===== src/rtl/core/tlah_pkg.sv =====
// ----------------------------------------------------------------------------
// Two-level alarm package
// Word types, phase and level codes and register indexes shared by the
// alarm unit and its environment.
// ----------------------------------------------------------------------------
package tlah_pkg;

    localparam int unsigned CfgIndexWidth = 3;
    localparam int unsigned CfgDataWidth  = 16;

    localparam logic [2:0] PH_DISARMED = 3'd0;
    localparam logic [2:0] PH_ARMED    = 3'd1;
    localparam logic [2:0] PH_PENDING  = 3'd2;
    localparam logic [2:0] PH_ACTIVE   = 3'd3;
    localparam logic [2:0] PH_CLEARING = 3'd4;

    localparam logic [1:0] LV_NONE = 2'd0;
    localparam logic [1:0] LV_WARN = 2'd1;
    localparam logic [1:0] LV_CRIT = 2'd2;

    localparam logic [CfgIndexWidth-1:0] REG_WARN_TRIP     = 3'd0;
    localparam logic [CfgIndexWidth-1:0] REG_WARN_RELEASE  = 3'd1;
    localparam logic [CfgIndexWidth-1:0] REG_WARN_HOLD_MS  = 3'd2;
    localparam logic [CfgIndexWidth-1:0] REG_CRIT_TRIP     = 3'd3;
    localparam logic [CfgIndexWidth-1:0] REG_CRIT_RELEASE  = 3'd4;
    localparam logic [CfgIndexWidth-1:0] REG_CRIT_HOLD_MS  = 3'd5;
    localparam logic [CfgIndexWidth-1:0] REG_CRIT_LATCHES  = 3'd6;
    localparam logic [CfgIndexWidth-1:0] REG_TRIP_LOW_SIDE = 3'd7;

    typedef struct packed {
        logic               enabled;
        logic signed [15:0] sample;
        logic [31:0]        time_ms;
    } tlah_in_t;

    typedef struct packed {
        logic [1:0] alert_level;
        logic [2:0] alert_phase;
    } tlah_out_t;

endpackage


===== src/rtl/core/two_level_alarm_with_hysteresis_unit.sv =====
// ----------------------------------------------------------------------------
// Two-level alarm with hysteresis and hold delay
// Compares each signed Q11.4 sample against warning and critical thresholds
// and reports the alarm level and phase for every input word.
// ----------------------------------------------------------------------------
// The unit takes one input word per clock cycle and returns one result word
// for each, in the cycle after acceptance, in order. The whole phase update
// is a single pass of compare logic plus one 32-bit wrapping subtract for
// the elapsed hold time, so the output register is the only stage and input
// ready stays high while the result register is empty or being taken. The
// user is to write thresholds and hold times through the register port while
// the unit is idle; not enforced. All but the result register reset to zero.
module two_level_alarm_with_hysteresis_unit
    import tlah_pkg::*;
(
    input  logic                     clk,
    input  logic                     rst_n,
    input  logic                     cfg_we,
    input  logic [CfgIndexWidth-1:0] cfg_index,
    input  logic [CfgDataWidth-1:0]  cfg_data,
    input  logic                     in_valid,
    output logic                     in_ready,
    input  tlah_in_t                 in_data,
    output logic                     out_valid,
    input  logic                     out_ready,
    output tlah_out_t                out_data
);

    logic signed [15:0] warn_trip_reg;
    logic signed [15:0] warn_release_reg;
    logic [15:0]        warn_hold_reg;
    logic signed [15:0] crit_trip_reg;
    logic signed [15:0] crit_release_reg;
    logic [15:0]        crit_hold_reg;
    logic               crit_latches_reg;
    logic               low_side_reg;

    logic [2:0]  phase_reg;
    logic [2:0]  phase_next;
    logic [1:0]  level_reg;
    logic [1:0]  level_next;
    logic [31:0] start_reg;
    logic [31:0] start_next;
    logic        out_valid_reg;
    tlah_out_t   out_reg;

    logic        accept;
    logic [2:0]  eff_phase;
    logic        crit;
    logic [31:0] elapsed;

    function automatic logic f_tripped(input logic signed [15:0] v,
                                       input logic signed [15:0] thr,
                                       input logic low);
        f_tripped = low ? (v <= thr) : (v >= thr);
    endfunction

    function automatic logic f_released(input logic signed [15:0] v,
                                        input logic signed [15:0] thr,
                                        input logic low);
        f_released = low ? (v >= thr) : (v <= thr);
    endfunction

    assign in_ready  = !out_valid_reg || out_ready;
    assign accept    = in_valid && in_ready;
    assign out_valid = out_valid_reg;
    assign out_data  = out_reg;

    always_ff @(posedge clk or negedge rst_n)
    begin
        if (!rst_n)
        begin
            warn_trip_reg    <= '0;
            warn_release_reg <= '0;
            warn_hold_reg    <= '0;
            crit_trip_reg    <= '0;
            crit_release_reg <= '0;
            crit_hold_reg    <= '0;
            crit_latches_reg <= 1'b0;
            low_side_reg     <= 1'b0;
        end
        else if (cfg_we)
        begin
            case (cfg_index)
                REG_WARN_TRIP:     warn_trip_reg    <= cfg_data;
                REG_WARN_RELEASE:  warn_release_reg <= cfg_data;
                REG_WARN_HOLD_MS:  warn_hold_reg    <= cfg_data;
                REG_CRIT_TRIP:     crit_trip_reg    <= cfg_data;
                REG_CRIT_RELEASE:  crit_release_reg <= cfg_data;
                REG_CRIT_HOLD_MS:  crit_hold_reg    <= cfg_data;
                REG_CRIT_LATCHES:  crit_latches_reg <= cfg_data[0];
                REG_TRIP_LOW_SIDE: low_side_reg     <= cfg_data[0];
                default:           ;
            endcase
        end
    end

    // A rearm clears level and start time before the armed checks run.
    assign eff_phase = (phase_reg == PH_DISARMED) ? PH_ARMED : phase_reg;
    assign crit      = (phase_reg != PH_DISARMED) && (level_reg == LV_CRIT);
    assign elapsed   = in_data.time_ms - start_reg;

    always_comb
    begin
        phase_next = eff_phase;
        level_next = (phase_reg == PH_DISARMED) ? LV_NONE : level_reg;
        start_next = (phase_reg == PH_DISARMED) ? 32'd0 : start_reg;
        if (!in_data.enabled)
        begin
            phase_next = PH_DISARMED;
            level_next = LV_NONE;
            start_next = 32'd0;
        end
        else
        begin
            case (eff_phase)
                PH_ARMED:
                begin
                    if (f_tripped(in_data.sample, crit_trip_reg, low_side_reg))
                    begin
                        phase_next = PH_PENDING;
                        level_next = LV_CRIT;
                        start_next = in_data.time_ms;
                    end
                    else if (f_tripped(in_data.sample, warn_trip_reg, low_side_reg))
                    begin
                        phase_next = PH_PENDING;
                        level_next = LV_WARN;
                        start_next = in_data.time_ms;
                    end
                end
                PH_PENDING:
                begin
                    if (f_tripped(in_data.sample, crit ? crit_trip_reg : warn_trip_reg,
                                  low_side_reg))
                    begin
                        if (elapsed >= {16'd0, crit ? crit_hold_reg : warn_hold_reg})
                        begin
                            phase_next = PH_ACTIVE;
                        end
                    end
                    else
                    begin
                        phase_next = PH_ARMED;
                        level_next = LV_NONE;
                    end
                end
                PH_ACTIVE:
                begin
                    if (crit)
                    begin
                        if (!crit_latches_reg &&
                            f_released(in_data.sample, crit_release_reg, low_side_reg))
                        begin
                            phase_next = PH_CLEARING;
                            start_next = in_data.time_ms;
                        end
                    end
                    else if (level_reg == LV_WARN)
                    begin
                        if (f_released(in_data.sample, warn_release_reg, low_side_reg))
                        begin
                            phase_next = PH_CLEARING;
                            start_next = in_data.time_ms;
                        end
                    end
                end
                PH_CLEARING:
                begin
                    if (f_released(in_data.sample,
                                   crit ? crit_release_reg : warn_release_reg,
                                   low_side_reg))
                    begin
                        phase_next = PH_ARMED;
                        level_next = LV_NONE;
                    end
                    else
                    begin
                        phase_next = PH_ACTIVE;
                    end
                end
                default:
                begin
                end
            endcase
        end
    end

    always_ff @(posedge clk or negedge rst_n)
    begin
        if (!rst_n)
        begin
            phase_reg     <= PH_DISARMED;
            level_reg     <= LV_NONE;
            start_reg     <= '0;
            out_valid_reg <= 1'b0;
        end
        else
        begin
            if (accept)
            begin
                phase_reg     <= phase_next;
                level_reg     <= level_next;
                start_reg     <= start_next;
                out_valid_reg <= 1'b1;
            end
            else if (out_ready)
            begin
                out_valid_reg <= 1'b0;
            end
        end
    end

    always_ff @(posedge clk)
    begin
        if (accept)
        begin
            out_reg.alert_level <= level_next;
            out_reg.alert_phase <= phase_next;
        end
    end

    a_accept_gives_word: assert property (@(posedge clk) disable iff (!rst_n)
        accept |=> out_valid)
        else $error("accepted word produced no result");

    a_disarm_clears: assert property (@(posedge clk) disable iff (!rst_n)
        accept && !in_data.enabled |=>
            out_data.alert_phase == PH_DISARMED && out_data.alert_level == LV_NONE)
        else $error("disarm did not clear the alarm");

    a_result_matches_state: assert property (@(posedge clk) disable iff (!rst_n)
        out_valid |-> out_data.alert_phase == phase_reg && out_data.alert_level == level_reg)
        else $error("result word differs from the alarm state");

    a_armed_no_level: assert property (@(posedge clk) disable iff (!rst_n)
        phase_reg == PH_ARMED || phase_reg == PH_DISARMED |-> level_reg == LV_NONE)
        else $error("level set while armed or disarmed");

    a_disarmed_timer_zero: assert property (@(posedge clk) disable iff (!rst_n)
        phase_reg == PH_DISARMED |-> start_reg == 32'd0)
        else $error("start time kept while disarmed");

endmodule

===== config.mk =====
export PLATFORM = sky130hd
export DESIGN_NAME = two_level_alarm_with_hysteresis_unit
export DESIGN_NICKNAME = d
export VERILOG_FILES = /design/src/rtl/core/tlah_pkg.sv /design/src/rtl/core/two_level_alarm_with_hysteresis_unit.sv
export SDC_FILE = /design/constraint.sdc
export NUM_CORES = 1
export LEC_CHECK = 0
export BUFFER_PORTS_ARGS = -buffer_cell sky130_fd_sc_hd__clkbuf_2
export CAP_MARGIN = 20
export CORE_ASPECT_RATIO = 1.1
export CORE_MARGIN = 1
export CORE_UTILIZATION = 63
export CTS_BUF_LIST = sky130_fd_sc_hd__clkbuf_2 sky130_fd_sc_hd__clkbuf_4 sky130_fd_sc_hd__clkbuf_8
export DETAILED_ROUTE_END_ITERATION = 7
export PLACE_DENSITY = 0.83
export SYNTH_ARGS = -nofsm -noshare
export SYNTH_HDL_FRONTEND = slang
export SYNTH_SLANG_ARGS = --single-unit

===== constraint.sdc =====
create_clock -name clk -period 5.9 [get_ports clk]
set_input_delay 0.59 -clock clk [delete_from_list [all_inputs] [get_ports clk]]
set_output_delay 0.59 -clock clk [all_outputs]
set_load 0.02 [all_outputs]

==> impl_metrics.tcl, run 1 <==
set metrics [dict create \
    outcome "complete, no violations" \
    crit_family "compound AO/OA/AOI/OAI gates" \
    drt-pass1-iter-count 5 \
    clkSinkCount 141 \
    antenna_found_initial 0 \
    critPathMaxStageDelay_ns 0.69 \
    maxCapViolations 0 \
    critPathMostFrequentCell "nand2_1" \
    final_antenna_net_count 0 \
    final_util_pct 70.4 \
    critPathBufInv 1 \
    grt_pass1_vias 8726 \
    whs_ns 0.179 \
    slew-limit-headroom_pct 26.4 \
    max_freq_ghz 0.211 \
    grt_max_degree 84 \
    fin_skew_ns 0.00901 \
    postRouteWirelength_mm 25.4 \
    start_kind "flop" \
    cp_max_fo 48 \
    finalCritPeriodShare_pct 80.2 \
    core_um2 16600 \
    start_util_pct 65.0 \
    synth_cell_types 81 \
    rows 49 \
    place_area_um2 11300 \
    drv_slew 0 \
    place_hpwl_mm 19.5 \
    largest_register_ffs 32 \
    synth.avg_cell_area_um2 9.43 \
    yosysTopAreaCell "dfrtp_1" \
    finalPower_w 0.00465 \
    gp_congestion 0.971 \
    grt_usage_pct 30.3 \
    syn_nets 1358 \
    endpoint_kind "flop" \
    drive_gt1_share_pct 17.0 \
    cts_buffers 17 \
    synthArstFlopShare_pct 96.5 \
    critPathKind "reg2reg" \
    synth_edf_count 5 \
    hold_viol 0 \
    ys_ff_latch 141 \
    setup_viol 0 \
    syn_to_final_growth_pct 8.39 \
    fin_area_um2 11700 \
    synth-seq-area-share_pct 33.0 \
    cts_hold_buffers 0 \
    postCtsSetupBuffers 0 \
    synth_top_area_share_pct 31.6 \
    cts.repair.resized 0 \
    insertion_delay_ns 0.46 \
    nets 1421 \
    netlist_top_cells_count "ha_1, dfrtp_1, inv_1, nand2_1, o21ai_0" \
    ys.flop_type "dfrtp_1" \
    vias_per_cell 6.16 \
    drtIter0Drc 446 \
    drc 0 \
    finalCriticalPeriod_ns 4.73 \
    leakage_nw 5.42 \
    yosys_warnings 0 \
    die_area_um2 17600 \
    hp-class "in2async" \
    yosysMostFrequentCell "ha_1" \
    num_antenna_cells 0 \
    syn_inst 1141 \
    required_ns 6.11 \
    pwr_density_cell_nw_per_um2 399 \
    syn_area_um2 10800 \
    clock_path_buffers 2 \
    fp.dieH_um 139 \
    worstPathCellList "or2_2 -> nor2_1 -> nor3_2 -> buf_4 -> mux2i_1 -> ha_1 -> a211oi_1 -> nand2_1 -> a311oi_1 -> o21ai_0 -> o32a_1 -> xor2_1 -> o2111ai_1 -> or4_1 -> o311ai_2 -> nand2_1" \
    cts_tree "done" \
    numPortBuffers 79 \
    h-tree-depth 4 \
    clk_pin_slew_ns 0.08 \
    fin_tns_setup_ns 0 \
    arrival_ns 4.94 \
    synth_area_leaders "dfrtp_1, ha_1, mux2_2, mux2i_1, o21ai_0" \
    ir_drop_uv 218 \
    die_w_um 127 \
    rsz0062_at_grt "false" \
    wl_per_cell_um 17.9 \
    vias 8758 \
    slowest_stage "buf_4" \
    grt_pass1_wl_mm 42.1 \
    root_buffer "clkbuf_8" \
    io_pins 80 \
    worstMarginPinSlew_ns 1.10 \
    overflow 0 \
]
## cells by family (layout without fill, tap and decap cells)
kind of cell    after synthesis  in the layout  share of synthesized area (%)
compound gates              314            314                           19.3
xor+xnor                     27             27                           2.20
fa+ha+maj                   144            144                           16.8
buf+inv                     150            226                           5.90
flops                       141            141                           33.0
mux                         109            109                           10.8
simple gates                256            256                           11.9
## final timing paths
path / start / end / slack [ns] / depth (start not counted)
max in group asynchronous: rst_n / warn_hold_reg[6] / 4.50 / 2
min in group clk: in_valid / out_valid / 0.35 / 2
worst min-delay path: rst_n / crit_release_reg[8] / 0.18 / 1
worst min register to register: start_reg[15] / start_reg[15] / 0.51 / 1
worst max-delay path: phase_reg[2] / out_data[0] / 1.17 / 16
worst max register to register: phase_reg[2] / out_data[0] / 1.17 / 16
## cells in the final DEF, fill, tap and decap left out, types with 9 or more instances in the layout
cell and count:
a21oi_1 80, a22o_1 20, xor2_1 12, dfrtp_1 136
nand4_1 25, nand3_1 11, nor2_1 41, mux2i_1 50
clkbuf_2 78, nand2b_1 11, ha_1 143, a21o_1 32
mux2_2 59, o21a_1 10, nor2b_1 11, inv_1 106
o21ai_0 82, a31oi_1 9, xnor2_1 15, nand2_1 100
clkbuf_8 19, o2bb2ai_1 12
## worst reg2reg max path, delay by kind of cell (launching register included)
kind	cells	cell delay, ns
buffers and inverters	1	0.69
adder cells (fa/ha/maj)	1	0.28
multiplexers	1	0.29
AO/OA/AOI/OAI	6	1.39
XOR/XNOR	1	0.23
AND/OR/NAND/NOR	6	1.06
flip-flops	1	0.53
## per-layer routing
layer	global-route usage, %	vias up	routed length (um)
met4	14.3	0	917
met2	51.6	240	12600
li1	-	4269	-
met3	5.13	62	1020
met5	0	-	0
met1	37.2	4187	10900
## report_power, final
part           total (W)  switching, W  leakage, nW  internal, W
clock network   0.000786      0.000389        0.198     0.000397
registers        0.00139      0.000164         1.74      0.00122
logic            0.00248       0.00142         3.49      0.00106
## area by class of cell
cell class	instances	area, um2
timing repair buffer	87	462
multi-input combinational	850	6600
clock buffer	20	269
inverter	107	402
tap	204	255
sequential	141	3550
clock inverter	12	119
fill	1272	4890
## metrics by stage
step | setup WS (ns) | cells
3_5_place_dp | 0.962 | 1389
4_1_cts | 1.23 | 1421
2_1_floorplan | 1.53 | 1141
3_3_place_gp | 1.11 | 1389
6_report | 1.17 | 1421
5_1_grt | 0.902 | 1421
No activity file was read; power rests on OpenSTA's default activity.
==> run 2, diff against run 1 <==
- CORE_UTILIZATION: 63 -> 57
- PLACE_DENSITY: 0.83 -> 0.79
- clock period: 5.9 -> 4.2 ns (I/O delays scaled with it)
==> impl_metrics.tcl, run 2 (synthesis results as in run 1) <==
set metrics [dict create \
    drt-pass1-iter-count 5 \
    root_buffer "clkbuf_8" \
    cp_max_fo 3 \
    clock_path_buffers 2 \
    die_area_um2 19400 \
    arrival_ns 4.50 \
    core_um2 18400 \
    leakage_nw 5.70 \
    gp_congestion 0.940 \
    drive_gt1_share_pct 21.7 \
    rows 52 \
    grt_max_degree 77 \
    final_antenna_net_count 0 \
    fin_area_um2 12300 \
    rsz0062_at_grt "true" \
    postRouteWirelength_mm 26.4 \
    vias_per_cell 5.93 \
    cts_buffers 17 \
    setup_viol 1 \
    grt_pass1_vias 9040 \
    fin_cells 1513 \
    drv_slew 0 \
    fp.dieH_um 146 \
    worstMarginPinSlew_ns 1.07 \
    place_hpwl_mm 20.7 \
    drc 0 \
    drtIter0Drc 451 \
    overflow 0 \
    finalCritPeriodShare_pct 102 \
    final_common_cell "ha_1" \
    final_cell_mix "ha_1, dfrtp_1, inv_1" \
    largest_register_ffs 32 \
    h-tree-depth 4 \
    fin_ws_ns -0.0743 \
    syn_to_final_growth_pct 14.1 \
    slew-limit-headroom_pct 28.2 \
    numPortBuffers 79 \
    grt_usage_pct 28.4 \
    insertion_delay_ns 0.48 \
    maxCapViolations 0 \
    final_util_pct 66.7 \
    start_util_pct 58.4 \
    num_antenna_cells 0 \
    die_w_um 133 \
    hp-class "in2reg" \
    grt_pass1_wl_mm 43.7 \
    pwr_density_cell_nw_per_um2 566 \
    place_inst 1476 \
    wl_per_cell_um 17.5 \
    nets 1474 \
    endpoint_kind "flop" \
    violations "setup timing" \
    ir_drop_uv 319 \
    start_kind "flop" \
    critPathKind "reg2reg" \
    clkSinkCount 141 \
    hold_viol 0 \
    pre_cts_ws_ns -0.436 \
    io_pins 80 \
    max_freq_ghz 0.234 \
    vias 8967 \
    required_ns 4.43 \
    clk_pin_slew_ns 0.09 \
    place_area_um2 11700 \
    cts_tree "done" \
    fin_skew_ns 0.0159 \
    antenna_found_initial 0 \
    finalCriticalPeriod_ns 4.27 \
    outcome "finished with violations" \
]
==> run 2: cell count changes in the layout (fill, tap and decap cells not counted), sizes merged <==
cell         delta
inv             +8
bufinv          -1
clkbuf          -3
dlygate4sd3     +1
clkinv          -4
buf            +52
==> run 2: power by group <==
group | switching [W] | internal [W]
Clock | 0.000616 | 0.000487
Combinational | 0.00215 | 0.00177
Sequential | 0.000206 | 0.00172
==> run 2: cell type report <==
type	instances	area, um2
clock buffers	17	234
fillers	1464	6140
inverters	107	402
well taps	243	304
flip-flops and latches	141	3550
multi-input cells	850	6720
repair buffers	140	912
clock inverters	15	151
==> run 2: final timing paths <==
path                                   endpoint     startpoint  cells after the start  slack (ns)
setup / recovery                    out_data[0]   start_reg[0]                     18       -0.07
hold reg to reg                   start_reg[10]  start_reg[10]                      1        0.51
setup reg to reg                    out_data[0]   start_reg[0]                     18       -0.07
min in group asynchronous         start_reg[12]          rst_n                      2        0.54
hold / removal                        out_valid       in_valid                      2        0.15
max in group asynchronous  warn_release_reg[15]          rst_n                      3        2.74
==> run 2: metrics by stage <==
stage	hold WS, ns	setup TNS (ns)	power, W
global placement	0.483	-0.734	0.00556
global route	0.138	-0.465	0.00750
finish	0.145	-0.0743	0.00695
detailed placement	0.481	-1.80	0.00568
CTS	0.126	-0.231	0.00687
floorplan	0.124	0	0.00458
==> run 2: routing by layer <==
metal / global-route usage, % / routed length [um]
met1: 33.7 / 11100
met2: 50.5 / 13500
met3: 4.41 / 963
met4: 12.6 / 826
met5: 0 / 0
==> run 2: worst max-delay path, stage by stage, from the launching register on <==
cell and delay, ns:
dfrtp_1 0.42, ha_4 0.18, fa_2 0.33, and2b_4 0.28
o2111ai_4 0.12, nand2_2 0.15, a31oi_4 0.11, xnor2_1 0.16
ha_1 0.33, a21oi_2 0.16, nand2_1 0.07, a211o_1 0.32
a211oi_2 0.22, nand3_1 0.13, nor4_2 0.14, o2111ai_1 0.15
or4_4 0.47, o311ai_4 0.23, nand2_1 0.08
==> run 2: what timing repair did <==
item | in CTS | in global routing
hold buffers | 1 | 0
setup buffers | 2 | 2
pin swaps | 8 | 3
setup endpoints to repair | 8 | 7
gates resized for setup | 10 | 12
endpoints found under the hold margin | 23 | 0
